[src/ktaf_pkg.sv]
package ktaf_pkg;

  // Fixed field widths of the sample word and the register file
  localparam int GYRO_W   = 32;
  localparam int ACCEL_W  = 32;
  localparam int MS_W     = 10;
  localparam int IN_TDATA_W = 80;
  localparam int CFG_W    = 31;
  localparam int APB_AW   = 4;

  // dt scaling: ms to seconds, rounded to nearest
  localparam int DTS_SCALE = 1000;
  localparam int DTS_HALF  = 500;

  // divide by 1000 one 16-bit digit at a time; ceil(2^36/1000) as reciprocal
  // is exact for partial dividends below 1000 * 2^16
  localparam int DTS_DIGIT_W  = 16;
  localparam int DTS_REM_W    = 10;
  localparam int DTS_RECIP_SH = 36;
  localparam int DTS_RECIP_W  = 27;
  localparam logic [DTS_RECIP_W-1:0] DTS_RECIP = 27'd68719477;

  // register indexes (paddr[3:2])
  localparam logic [1:0] REG_QA = 2'd0;
  localparam logic [1:0] REG_QB = 2'd1;
  localparam logic [1:0] REG_R  = 2'd2;

  localparam logic [CFG_W-1:0] QA_RESET = 31'd16777;
  localparam logic [CFG_W-1:0] QB_RESET = 31'd50332;
  localparam logic [CFG_W-1:0] R_RESET  = 31'd8388608;

  // filter steps, in execution order
  typedef enum logic [3:0] {
    T_DTS_RATE, T_DTS_AA, T_DTS_BB, T_DTS_QB,
    T_GAIN0, T_GAIN1,
    T_MQ_ANGLE, T_MQ_BIAS, T_MQ_AA, T_MQ_AB, T_MQ_BA, T_MQ_BB
  } task_t;

  typedef enum logic [1:0] {K_DTS, K_GAIN, K_MQ} kind_t;

  function automatic kind_t kind_of(task_t t);
    kind_t k;
    case (t) inside
      T_DTS_RATE, T_DTS_AA, T_DTS_BB, T_DTS_QB: k = K_DTS;
      T_GAIN0, T_GAIN1:                         k = K_GAIN;
      default:                                  k = K_MQ;
    endcase
    return k;
  endfunction

  typedef struct packed {
    logic  in_load;
    logic  load;
    logic  mul;
    logic  div_start;
    logic  wb;
    logic  out_load;
    task_t tsk;
  } cmd_t;

  typedef struct packed {
    logic div_done;
    logic den_pos;
  } stat_t;

endpackage

[src/ktaf_ctrl.sv]
module ktaf_ctrl import ktaf_pkg::*; (
  input  logic  clk,
  input  logic  rst,
  input  logic  s_tvalid,
  output logic  s_tready,
  output logic  m_tvalid,
  input  logic  m_tready,
  input  stat_t stat,
  output cmd_t  cmd
);

  typedef enum logic [2:0] {
    S_IDLE, S_LOAD, S_MUL, S_DIV_GO, S_DIV_WAIT, S_WB, S_DONE
  } state_t;

  state_t state;
  task_t  tsk;
  kind_t  kind;
  logic   out_ok;

  assign kind   = kind_of(tsk);
  assign out_ok = !m_tvalid || m_tready;
  assign s_tready = (state == S_IDLE);

  always_comb begin
    cmd           = '0;
    cmd.tsk       = tsk;
    cmd.in_load   = (state == S_IDLE) && s_tvalid;
    cmd.load      = (state == S_LOAD);
    cmd.mul       = (state == S_MUL);
    cmd.div_start = (state == S_DIV_GO);
    cmd.wb        = (state == S_WB);
    cmd.out_load  = (state == S_DONE) && out_ok;
  end

  always_ff @(posedge clk) begin
    if (rst) begin
      state    <= S_IDLE;
      tsk      <= T_DTS_RATE;
      m_tvalid <= 1'b0;
    end else begin
      if (cmd.out_load) m_tvalid <= 1'b1;
      else if (m_tready) m_tvalid <= 1'b0;
      unique case (state)
        S_IDLE: begin
          tsk <= T_DTS_RATE;
          if (s_tvalid) state <= S_LOAD;
        end
        S_LOAD: begin
          if (kind == K_GAIN) state <= stat.den_pos ? S_DIV_GO : S_WB;
          else                state <= S_MUL;
        end
        S_MUL:      state <= (kind == K_DTS) ? S_DIV_GO : S_WB;
        S_DIV_GO:   state <= S_DIV_WAIT;
        S_DIV_WAIT: if (stat.div_done) state <= S_WB;
        S_WB: begin
          if (tsk == T_MQ_BB) begin
            state <= S_DONE;
          end else begin
            tsk   <= task_t'(tsk + 1'b1);
            state <= S_LOAD;
          end
        end
        S_DONE:     if (out_ok) state <= S_IDLE;
        default:    state <= S_IDLE;
      endcase
    end
  end

  a_done_in_wait: assert property (@(posedge clk) disable iff (rst)
    stat.div_done |-> state == S_DIV_WAIT)
    else $error("divider finished outside its wait state");

  a_out_load_valid: assert property (@(posedge clk) disable iff (rst)
    cmd.out_load |=> m_tvalid)
    else $error("result loaded but not presented");

  a_done_holds: assert property (@(posedge clk) disable iff (rst)
    state == S_DONE && m_tvalid && !m_tready |=> state == S_DONE)
    else $error("new result would overwrite a pending word");

endmodule

[config.mk]
export PLATFORM = sky130hd
export DESIGN_NAME = ktaf_ctrl
export DESIGN_NICKNAME = d
export VERILOG_FILES = /design/src/ktaf_pkg.sv /design/src/ktaf_ctrl.sv
export SDC_FILE = /design/constraint.sdc
export NUM_CORES = 1
export LEC_CHECK = 0
export BUFFER_PORTS_ARGS = -buffer_cell sky130_fd_sc_hd__buf_2
export CAP_MARGIN = 20
export CORE_UTILIZATION = 28
export DETAILED_ROUTE_END_ITERATION = 10
export GPL_ROUTABILITY_DRIVEN = 0
export PLACE_DENSITY_LB_ADDON = 0.2
export REMOVE_ABC_BUFFERS = 1
export SYNTH_ARGS = -nofsm -noshare
export SYNTH_HDL_FRONTEND = slang
export SYNTH_SLANG_ARGS = --single-unit
[constraint.sdc]
create_clock -name clk -period 4 [get_ports clk]
set_input_delay 0 -clock clk [delete_from_list [all_inputs] [get_ports clk]]
set_output_delay 0 -clock clk [all_outputs]
set_load 0.05 [all_outputs]
==> flow_results.org, run 1 <==
** Outcome
- Status :: completed

** Timing
- RSZ-0062 raised after global routing :: false
- After layout, the worst path uses 44.3% of the clock period.
- Slew at the pin closest to its max-slew limit :: 0.805 ns
- Setup violations remaining at the end of the flow were counted as 0.
- Clock skew on the completed layout was measured at 0.0102 ns.
- The final-report hold violation count is 0.
- Final critical delay including setup and external delays :: 1.77 ns
- Top achievable clock speed :: 564 MHz
- Number of slew-limit violations in the final report :: 0
- The worst pin sits at a relative slew slack of 46.3%.
- Setup total negative slack on the finished layout was measured at 0 ns.

** Floorplan
- Width of the chip :: 49.3 um
- The initialized floorplan defines 16 standard-cell rows.
- The die covers 2430 um2.
- Core region area :: 2020 um2
- Die Y-Extent :: 49.3 um
- Top-level port count :: 18
- Once the floorplan was initialized, standard cells occupied 30.9% of the core.

** Critical path
- Startpoint type of the worst setup path :: flip-flop
- For the worst flop-to-flop path, the logic depth is 5.
- Data arrival time of the critical path :: 1.92 ns
- The largest individual stage delay along the critical path comes from the cell sky130_fd_sc_hd__o41ai_1.
- Along the worst path, the maximum fanout reaches 8.
- CP required :: 4.15 ns
- STA classifies the critical path endpoint as a flip-flop.
- CP bufs+invs :: 1
- Flop2flop setup slack :: 2.23 ns
- The worst setup path is of the reg -> reg kind.
- Largest stage delay on the critical path :: 0.52 ns
- Launch point of the worst reg-to-reg path :: tsk[0]
- The endpoint identified for the worst register-to-register timing path is state[1].
- Traced cell by cell, the critical path runs through inv_1 > ha_1 > o41ai_1 > a21boi_0 > o32ai_1.
- Delay-heaviest family, CP :: compound AO/OA/AOI/OAI gates

** Yosys
- Most used flip-flop cell after synthesis :: sky130_fd_sc_hd__dfxtp_1
- Sequential cells were found to cover 25.6% of the synthesized design area.
- Synth cell count leaders :: 8 x sky130_fd_sc_hd__dfxtp_1, 7 x sky130_fd_sc_hd__nor2_1, 6 x sky130_fd_sc_hd__a21oi_1
- Portion of synthesized cell area occupied by the leading cell type :: 25.6%
- Mapped Cells :: 81
- sky130_fd_sc_hd__dfxtp_1 takes more of the synthesized area than any other cell.
- Among all cell types in the netlist, the one instantiated most often is sky130_fd_sc_hd__dfxtp_1.
- Yosys attributes the largest share of cell area to sky130_fd_sc_hd__dfxtp_1 26%, sky130_fd_sc_hd__ha_1 8.0%, sky130_fd_sc_hd__a21oi_1 4.8%, sky130_fd_sc_hd__nor2_1 4.2%, sky130_fd_sc_hd__buf_2 4.0%.
- Synthesis inferred 8 register bits.
- Counting flops with an async set or reset pin after synthesis yields a share of 0%.
- For this run, the number of Yosys warnings is 0.
- Yosys mapped a number of flops with a built-in enable equal to 0.
- Number of different library cells in the post-synthesis netlist :: 31
- Mean instance size in the synthesized netlist :: 7.72 um2
- Post-synthesis cell area :: 626 um2

** Min path
- The worst hold path belongs to the class in -> reg.
- The path with the worst hold slack has its endpoint at tsk[2].
- The worst hold path passes through 2 cells.
- Source of the worst hold timing path :: rst

** Clock tree
- CTS H-tree depth :: 1
- After clock tree synthesis, the clock-pin slew on the worst setup and hold paths is 0.06 ns.
- For the worst-skew pair, the clock arrives at the later sink with an insertion delay of 0.26 ns.
- In this run, CTS created clock tree buffers numbering 3.
- The clock drives 8 sinks.
- Number of hold-repair buffers added at the cts stage :: 0
- Clock tree synthesis selected as its root buffer the cell sky130_fd_sc_hd__clkbuf_4.
- The number of gates resized after CTS was 0.
- The longest clock path from root to sink contains 2 buffers.
- Setup Fix Bufs, Post-CTS :: 0
- TritonCTS built the clock tree.

** Detailed routing
- For this run, the detailed router's first-pass iteration total came to 4.
- After detailed routing, the average wire length per cell comes to 12.7 um.
- Number of DRC markers in iteration 0 :: 11
- DRC :: 0
- DR vias/cell :: 5.12
- Total number of vias :: 619
- Total wire length after detailed routing :: 1.53 mm
- Number of nets with antenna violations after routing :: 0

** Power
- Peak ir drop on the vdd network :: 189 uV
- In this run the power density over the cells is 432 nW/um2.
- Of the total power, combinational logic draws 41.1%.
- Psw :: 0.150 mW
- Part of the total power dissipated in sequential elements :: 38.3%
- Int Pwr :: 0.164 mW
- In this run the static leakage power is 0.298 nW.
- Relative contribution of the clock network to total power :: 20.6%
- Net switching is 47.7% of the power.

** Global route
- Antenna violations before repair :: 0
- Global Route Usage Sum :: 14.7%
- The via count of the first global-routing pass was 633.
- Wire length of the first global-routing pass :: 2.72 mm
- GR met3 Demand/Resource :: 6.23%
- met2 is the most crowded layer.
- Global routing finished with a remaining overflow of 0.
- Entering global routing, the biggest net connects 26 pins.
- For this run, global-route usage on met2 was measured as 22.8%.
- In the global route stage, met1 resource usage came out at 17.8%.

** Layout
- Final layout net count :: 106
- The number of antenna diodes in the final layout is 0.
- Share of cells above drive strength 1 :: 23.4%
- Area growth from synthesis to layout :: 16.2%
- With fillers left out, the area of the finished cells amounts to 727 um2.

** Place
- Summed over all nets, the half-perimeter wirelength after detailed placement is 1.09 mm.
- In this run the tool buffered the top-level ports with 17 buffer cells.
- Summing all placed instances gives a cell area of 704 um2.

** Job
- Max-cap violations in this run came to 0.
==> layer usage <==
layer  wire [um]  vias up
li1            -      323
met1         743      284
met2         706       10
met3          68        2
met4          12        0
met5           0        -
==> flip-flops by register name (all words and copies together), names as in the netlist <==
| signal | cells |
|---|---|
| state | 3 |
| m_tvalid | 1 |
| tsk | 4 |
==> final cells by class <==
type / count / area, um2
Sequential cell: 8 / 160
Multi-Input combinational cell: 64 / 418
Tap cell: 27 / 33.8
Timing Repair Buffer: 17 / 85.1
Inverter: 2 / 7.51
Fill cell: 235 / 1290
Clock buffer: 3 / 22.5
==> layout by cell type (no fill, tap or decap) <==
cell type,n
sky130_fd_sc_hd__o32ai_1,2
sky130_fd_sc_hd__nor2b_1,2
sky130_fd_sc_hd__and2b_1,1
sky130_fd_sc_hd__buf_2,17
sky130_fd_sc_hd__dfxtp_1,8
sky130_fd_sc_hd__clkbuf_4,3
sky130_fd_sc_hd__nand4_1,2
sky130_fd_sc_hd__ha_1,4
sky130_fd_sc_hd__nand2_1,4
sky130_fd_sc_hd__nand2b_1,4
sky130_fd_sc_hd__nand3_1,3
sky130_fd_sc_hd__nand3b_1,3
sky130_fd_sc_hd__o41ai_1,1
sky130_fd_sc_hd__a32oi_1,1
sky130_fd_sc_hd__a21boi_1,1
sky130_fd_sc_hd__and2_1,2
sky130_fd_sc_hd__inv_1,2
sky130_fd_sc_hd__o21ai_0,4
sky130_fd_sc_hd__a31oi_1,1
sky130_fd_sc_hd__nor2_1,7
sky130_fd_sc_hd__a41oi_1,1
sky130_fd_sc_hd__o31ai_1,1
sky130_fd_sc_hd__a211o_1,2
sky130_fd_sc_hd__nor3_2,2
sky130_fd_sc_hd__o211ai_1,2
sky130_fd_sc_hd__a21boi_0,2
sky130_fd_sc_hd__nor3_1,4
sky130_fd_sc_hd__a21oi_1,6
sky130_fd_sc_hd__o21a_1,1
sky130_fd_sc_hd__nor4b_1,1
==> cells by family (layout without fill, tap and decap cells) <==
| logic type | after synthesis | in the layout | share of synthesized area (%) |
|---|---|---|---|
| buffers and inverters | 9 | 22 | 7.60 |
| and+or+nand+nor | 35 | 35 | 31.6 |
| adders and majority gates | 4 | 4 | 8.00 |
| DFF | 8 | 8 | 25.6 |
| AOI/OAI and AO/OA | 25 | 25 | 27.2 |
==> per-stage QoR <==
step	cells	power, mW	setup slack (ns)	hold WS (ns)	util [%]
global route	121	0.334	2.09	0.0583	36.0
floorplan	74	0.216	1.81	0.0691	-
detailed placement	118	0.251	2.29	0.318	34.8
finish	121	0.314	2.23	0.0357	36.0
global placement	118	0.250	2.36	0.313	34.8
CTS	121	0.317	2.23	0.0391	36.0
==> how the worst max path moves through the flow <==
stage | depth (start not counted) | end | startpoint | slack (ns)
after global routing | 5 | state[1] | tsk[0] | 2.09
after CTS | 5 | state[1] | tsk[0] | 2.23
after floorplan | 2 | cmd[9] | state[2] | 1.81
after global placement | 6 | state[2] | tsk[0] | 2.36
final | 5 | state[1] | tsk[0] | 2.23
after detailed placement | 5 | state[1] | tsk[0] | 2.29
==> power groups by stage <==
stage | clock [mW] | sequential (mW) | combinational (mW)
after floorplan | 0 | 0.114 | 0.101
after global routing | 0.0715 | 0.125 | 0.138
final | 0.0648 | 0.120 | 0.129
after detailed placement | 0 | 0.122 | 0.129
after CTS | 0.0675 | 0.120 | 0.130
after global placement | 0 | 0.122 | 0.128
No activity file was read; power rests on OpenSTA's default activity.
==> run 2: changes to the inputs <==
ABC_AREA = 1   (was not set)
clock period = 1.74 ns   (was 4 ns; I/O delays follow)
==> flow_results.org, run 2 <==
** Layout
- The number of diodes added for antenna fixing was 0 (unchanged).
- Max FFs per register :: 4 (unchanged)
- From synthesis to final layout, the design area changed by 19.7%.
- The library cell used most frequently in the layout, excluding fill and tap cells, is sky130_fd_sc_hd__nand2_1.
- Counting flops per register, the top entry is tsk.
- The footprint of the flip-flops and latches is 160 um2 (unchanged).
- The largest registers in the layout are tsk (4), state (3), m_tvalid (1).
- Post-route non-filler standard cell count :: 140 (+16%)
- Share of cells above drive strength 1 :: 31.0% (+7.6 points)
- Leaving out fill and tap cells, the most frequent cells in the layout are 19 x sky130_fd_sc_hd__nand2_1, 17 x sky130_fd_sc_hd__buf_2, 13 x sky130_fd_sc_hd__inv_1, 13 x sky130_fd_sc_hd__nor2_1, 12 x sky130_fd_sc_hd__nand3_1.
- Combined area of the multi-input logic cells :: 357 um2 (-15%)
- Final layout net count :: 125 (+18%)
- Filler instances :: 233 (-0.85%)

** Timing
- The final worst hold slack was 0.0149 ns (-0.0208 ns).
- Worst max-slew margin expressed relative to the limit :: 77.7% (+31 points)
- The final setup violation count came to 0 (unchanged).
- The number of max-slew violations in the final report was 0 (unchanged).
- Setup repair after global routing left no endpoint under its margin.
- The final total negative setup slack is 0 ns (unchanged).
- Setup WS post-layout :: 0.315 ns (-1.91 ns)
- The final worst clock skew came to 0.00169 ns (-0.00853 ns).
- Top achievable clock speed :: 702 MHz
- Slew at the pin closest to its max-slew limit :: 0.334 ns (-0.471 ns)
- The final-report hold violation count came to 0 (unchanged).
- Share of the clock period used by the worst path after layout :: 81.9%
- Final critical delay including setup and external delays :: 1.42 ns

** Critical path
- The worst register-to-register path ends at state[2].
- The worst setup path is captured at an output port.
- The required time of the critical path was 1.74 ns (-2.41 ns).
- Launch point of the worst reg-to-reg path :: tsk[0]
- Worst-case reg-to-reg path depth :: 9 (+4)
- The maximum fanout count along the critical path is 7 (-1).
- Flop2flop setup slack :: 0.35 ns (-1.88 ns)
- The critical path is of the reg -> out type.
- The worst setup path is launched from a flip-flop.
- Data arrival time of the critical path :: 1.42 ns (-0.50 ns)

** Floorplan
- Die Y-Extent :: 48.7 um (-1.2%)
- The total I/O pin count came to 18 (unchanged).
- The die width is 48.7 um (-1.2%).
- The floorplan die area came to 2370 um2 (-2.3%).
- The core region area came to 2000 um2 (-0.99%).
- The total number of placement rows was 16 (unchanged).
- The initial core utilization came to 30.5% (-0.44 points).

** Power
- Final Power :: 0.525 mW (+67%)
- The static leakage is 0.360 nW (+21%).
- Peak ir drop on the vdd network :: 444 uV (+130%)
- The power density normalized to cell area came to 718 nW/um2 (+66%).

** Min path
- The worst hold path terminates at state[2].
- The worst hold path begins at rst.
- The min-delay analysis places its worst path in the category in -> reg.
- Cell count of the worst hold path :: 2 (unchanged)

** Detailed routing
- Number of DRC markers in iteration 0 :: 5 (-6)
- DR vias/cell :: 4.28 (-16%)
- The post-detailed-routing wire length is 1.29 mm (-16%).
- The amount of wire on met3 after detailed routing is 43 um (-37%).
- Metal-1 WL :: 681 um (-8.3%)
- The average wire per standard cell was 9.21 um (-27%).
- The number of antenna-violating nets in the routed design was 0 (unchanged).
- The via count is 599 (-3.2%).
- DR WL met2 :: 541 um (-23%)
- Router iterations before antenna repair :: 4 (unchanged)
- Max Used Layer :: met4
- DRC :: 0 (unchanged)

** Yosys
- Number of register bits inferred by synthesis :: 8 (unchanged)
- Fraction of registers with async set/reset :: 0% (unchanged)
- Among all flip-flop cells after synthesis, the most frequent one is sky130_fd_sc_hd__dfxtp_1.
- The count of unique library cells instantiated by Yosys is 20 (-35%).
- The largest total area in the synthesized netlist belongs to sky130_fd_sc_hd__dfxtp_1.
- The post-synthesis instance area is 611 um2 (-2.4%).
- The portion of the post-synthesis area used by sequential elements is 26.2% (+0.63 points).
- Synth cell count leaders :: 19 x sky130_fd_sc_hd__nand2_1, 13 x sky130_fd_sc_hd__inv_1, 13 x sky130_fd_sc_hd__nor2_1
- Most common cell in the netlist :: sky130_fd_sc_hd__nand2_1
- Largest cells by area after synthesis :: sky130_fd_sc_hd__dfxtp_1 26%, sky130_fd_sc_hd__nand2_1 12%, sky130_fd_sc_hd__nand3_1 9.8%, sky130_fd_sc_hd__ha_1 8.2%, sky130_fd_sc_hd__inv_1 8.0%
- The share of the synthesized area in the top cell type came to 26.2% (+0.63 points).
- Mapped Cells :: 95 (+17%)
- The number of synthesis warnings is 0 (unchanged).
- The per-instance average area after synthesis came to 6.43 um2 (-17%).
- The number of enable flip-flop cells after synthesis was 0 (unchanged).

** Clock tree
- Setup Fix Bufs, Post-CTS :: 0 (unchanged)
- Clock tree root buffer cell :: sky130_fd_sc_hd__clkbuf_4
- Clk_lat worst skew :: 0.26 ns (about the same)
- CTS H-tree depth :: 1 (unchanged)
- Number of clock buffers inserted by TritonCTS :: 3 (unchanged)
- Clock edge transition at the registers on the reported setup and hold paths :: 0.06 ns (about the same)
- TritonCTS built the clock tree.
- Clock tree sinks :: 8 (unchanged)
- Number of buffers between clock root and the deepest sink :: 2 (unchanged)
- Number of hold-repair buffers added at the cts stage :: 0 (unchanged)
- The count of cells resized by post-cts repair came to 0 (unchanged).

** Global route
- Number of global-route vias before repair :: 521 (-18%)
- Antenna violations before repair :: 0 (unchanged)
- The remaining global-route overflow came to 0 (unchanged).
- The maximum number of pins on one net before global-route repair is 9 (-65%).
- Global Route Usage Sum :: 12.0% (-2.7 points)
- Wire length of the first global-routing pass :: 2.19 mm (-20%)

** Place
- The number of placed instances with taps included came to 137 (+16%).
- Placed wire-length estimate :: 1.05 mm (-3.5%)
- The total of buffers placed on input and output ports is 17 (unchanged).
- The worst slack at placement came to 0.340 ns (-1.95 ns).

** Job
- Total of max-cap violations :: 0 (unchanged)

** Outcome
- The run finished with clean final reports.
[run 2: per-stage QoR]
| stage | instance area (um2) | utilization [%] |
|---|---|---|
| global route | 731 | 36.5 |
| floorplan | 589 | - |
| global placement | 708 | 35.4 |
| finish | 731 | 36.5 |
| CTS | 731 | 36.5 |
| detailed placement | 708 | 35.4 |
[run 2: how the worst max path moves through the flow]
| stage | start | end | slack (ns) | depth (start not counted) |
|---|---|---|---|---|
| 3_3_place_gp | tsk[0] | state[2] | 0.36 | 9 |
| 2_1_floorplan | state[0] | cmd[9] | -0.21 | 3 |
| 3_5_place_dp | tsk[0] | state[2] | 0.34 | 9 |
| 6_report | state[0] | cmd[9] | 0.32 | 4 |
| 4_1_cts | state[0] | cmd[9] | 0.29 | 4 |
| 5_1_grt | tsk[0] | state[2] | 0.17 | 9 |
[run 2: cells by family after synthesis]
| family | count (synthesis) | share of synthesized area, % |
|---|---|---|
| simple gates | 53 | 41.4 |
| buf+inv | 21 | 15.4 |
| compound gates | 8 | 7.38 |
| flops | 8 | 26.2 |
| fa+ha+maj | 4 | 8.20 |
| xor+xnor | 1 | 1.43 |
[run 2: where the power goes]
part | total (mW) | switching, mW | internal (mW)
registers | 0.205 | 0.0145 | 0.191
logic | 0.174 | 0.128 | 0.0456
clock network | 0.145 | 0.0660 | 0.0791
total | 0.525 | 0.209 | 0.316
[run 2: per-layer routing]
metal  up-vias  GRT usage (%)
met5         -              0
met4         0           5.88
met3         4           2.83
met2        12           18.1
met1       251           15.8
li1        332              -
[run 2: final cells by class]
class,instances,area share (%)
clock buffers,3,3.08
inverters,19,9.93
repair buffers,17,11.6
flip-flops and latches,8,21.9
multi-input cells,66,48.8
well taps,27,4.62
[run 2: worst max-delay path, stage by stage, from the launching register on]
cell and delay (ns):
sky130_fd_sc_hd__dfxtp_1 0.39, sky130_fd_sc_hd__nor3_2 0.32, sky130_fd_sc_hd__inv_2 0.10, sky130_fd_sc_hd__nor2_1 0.09
sky130_fd_sc_hd__buf_2 0.26
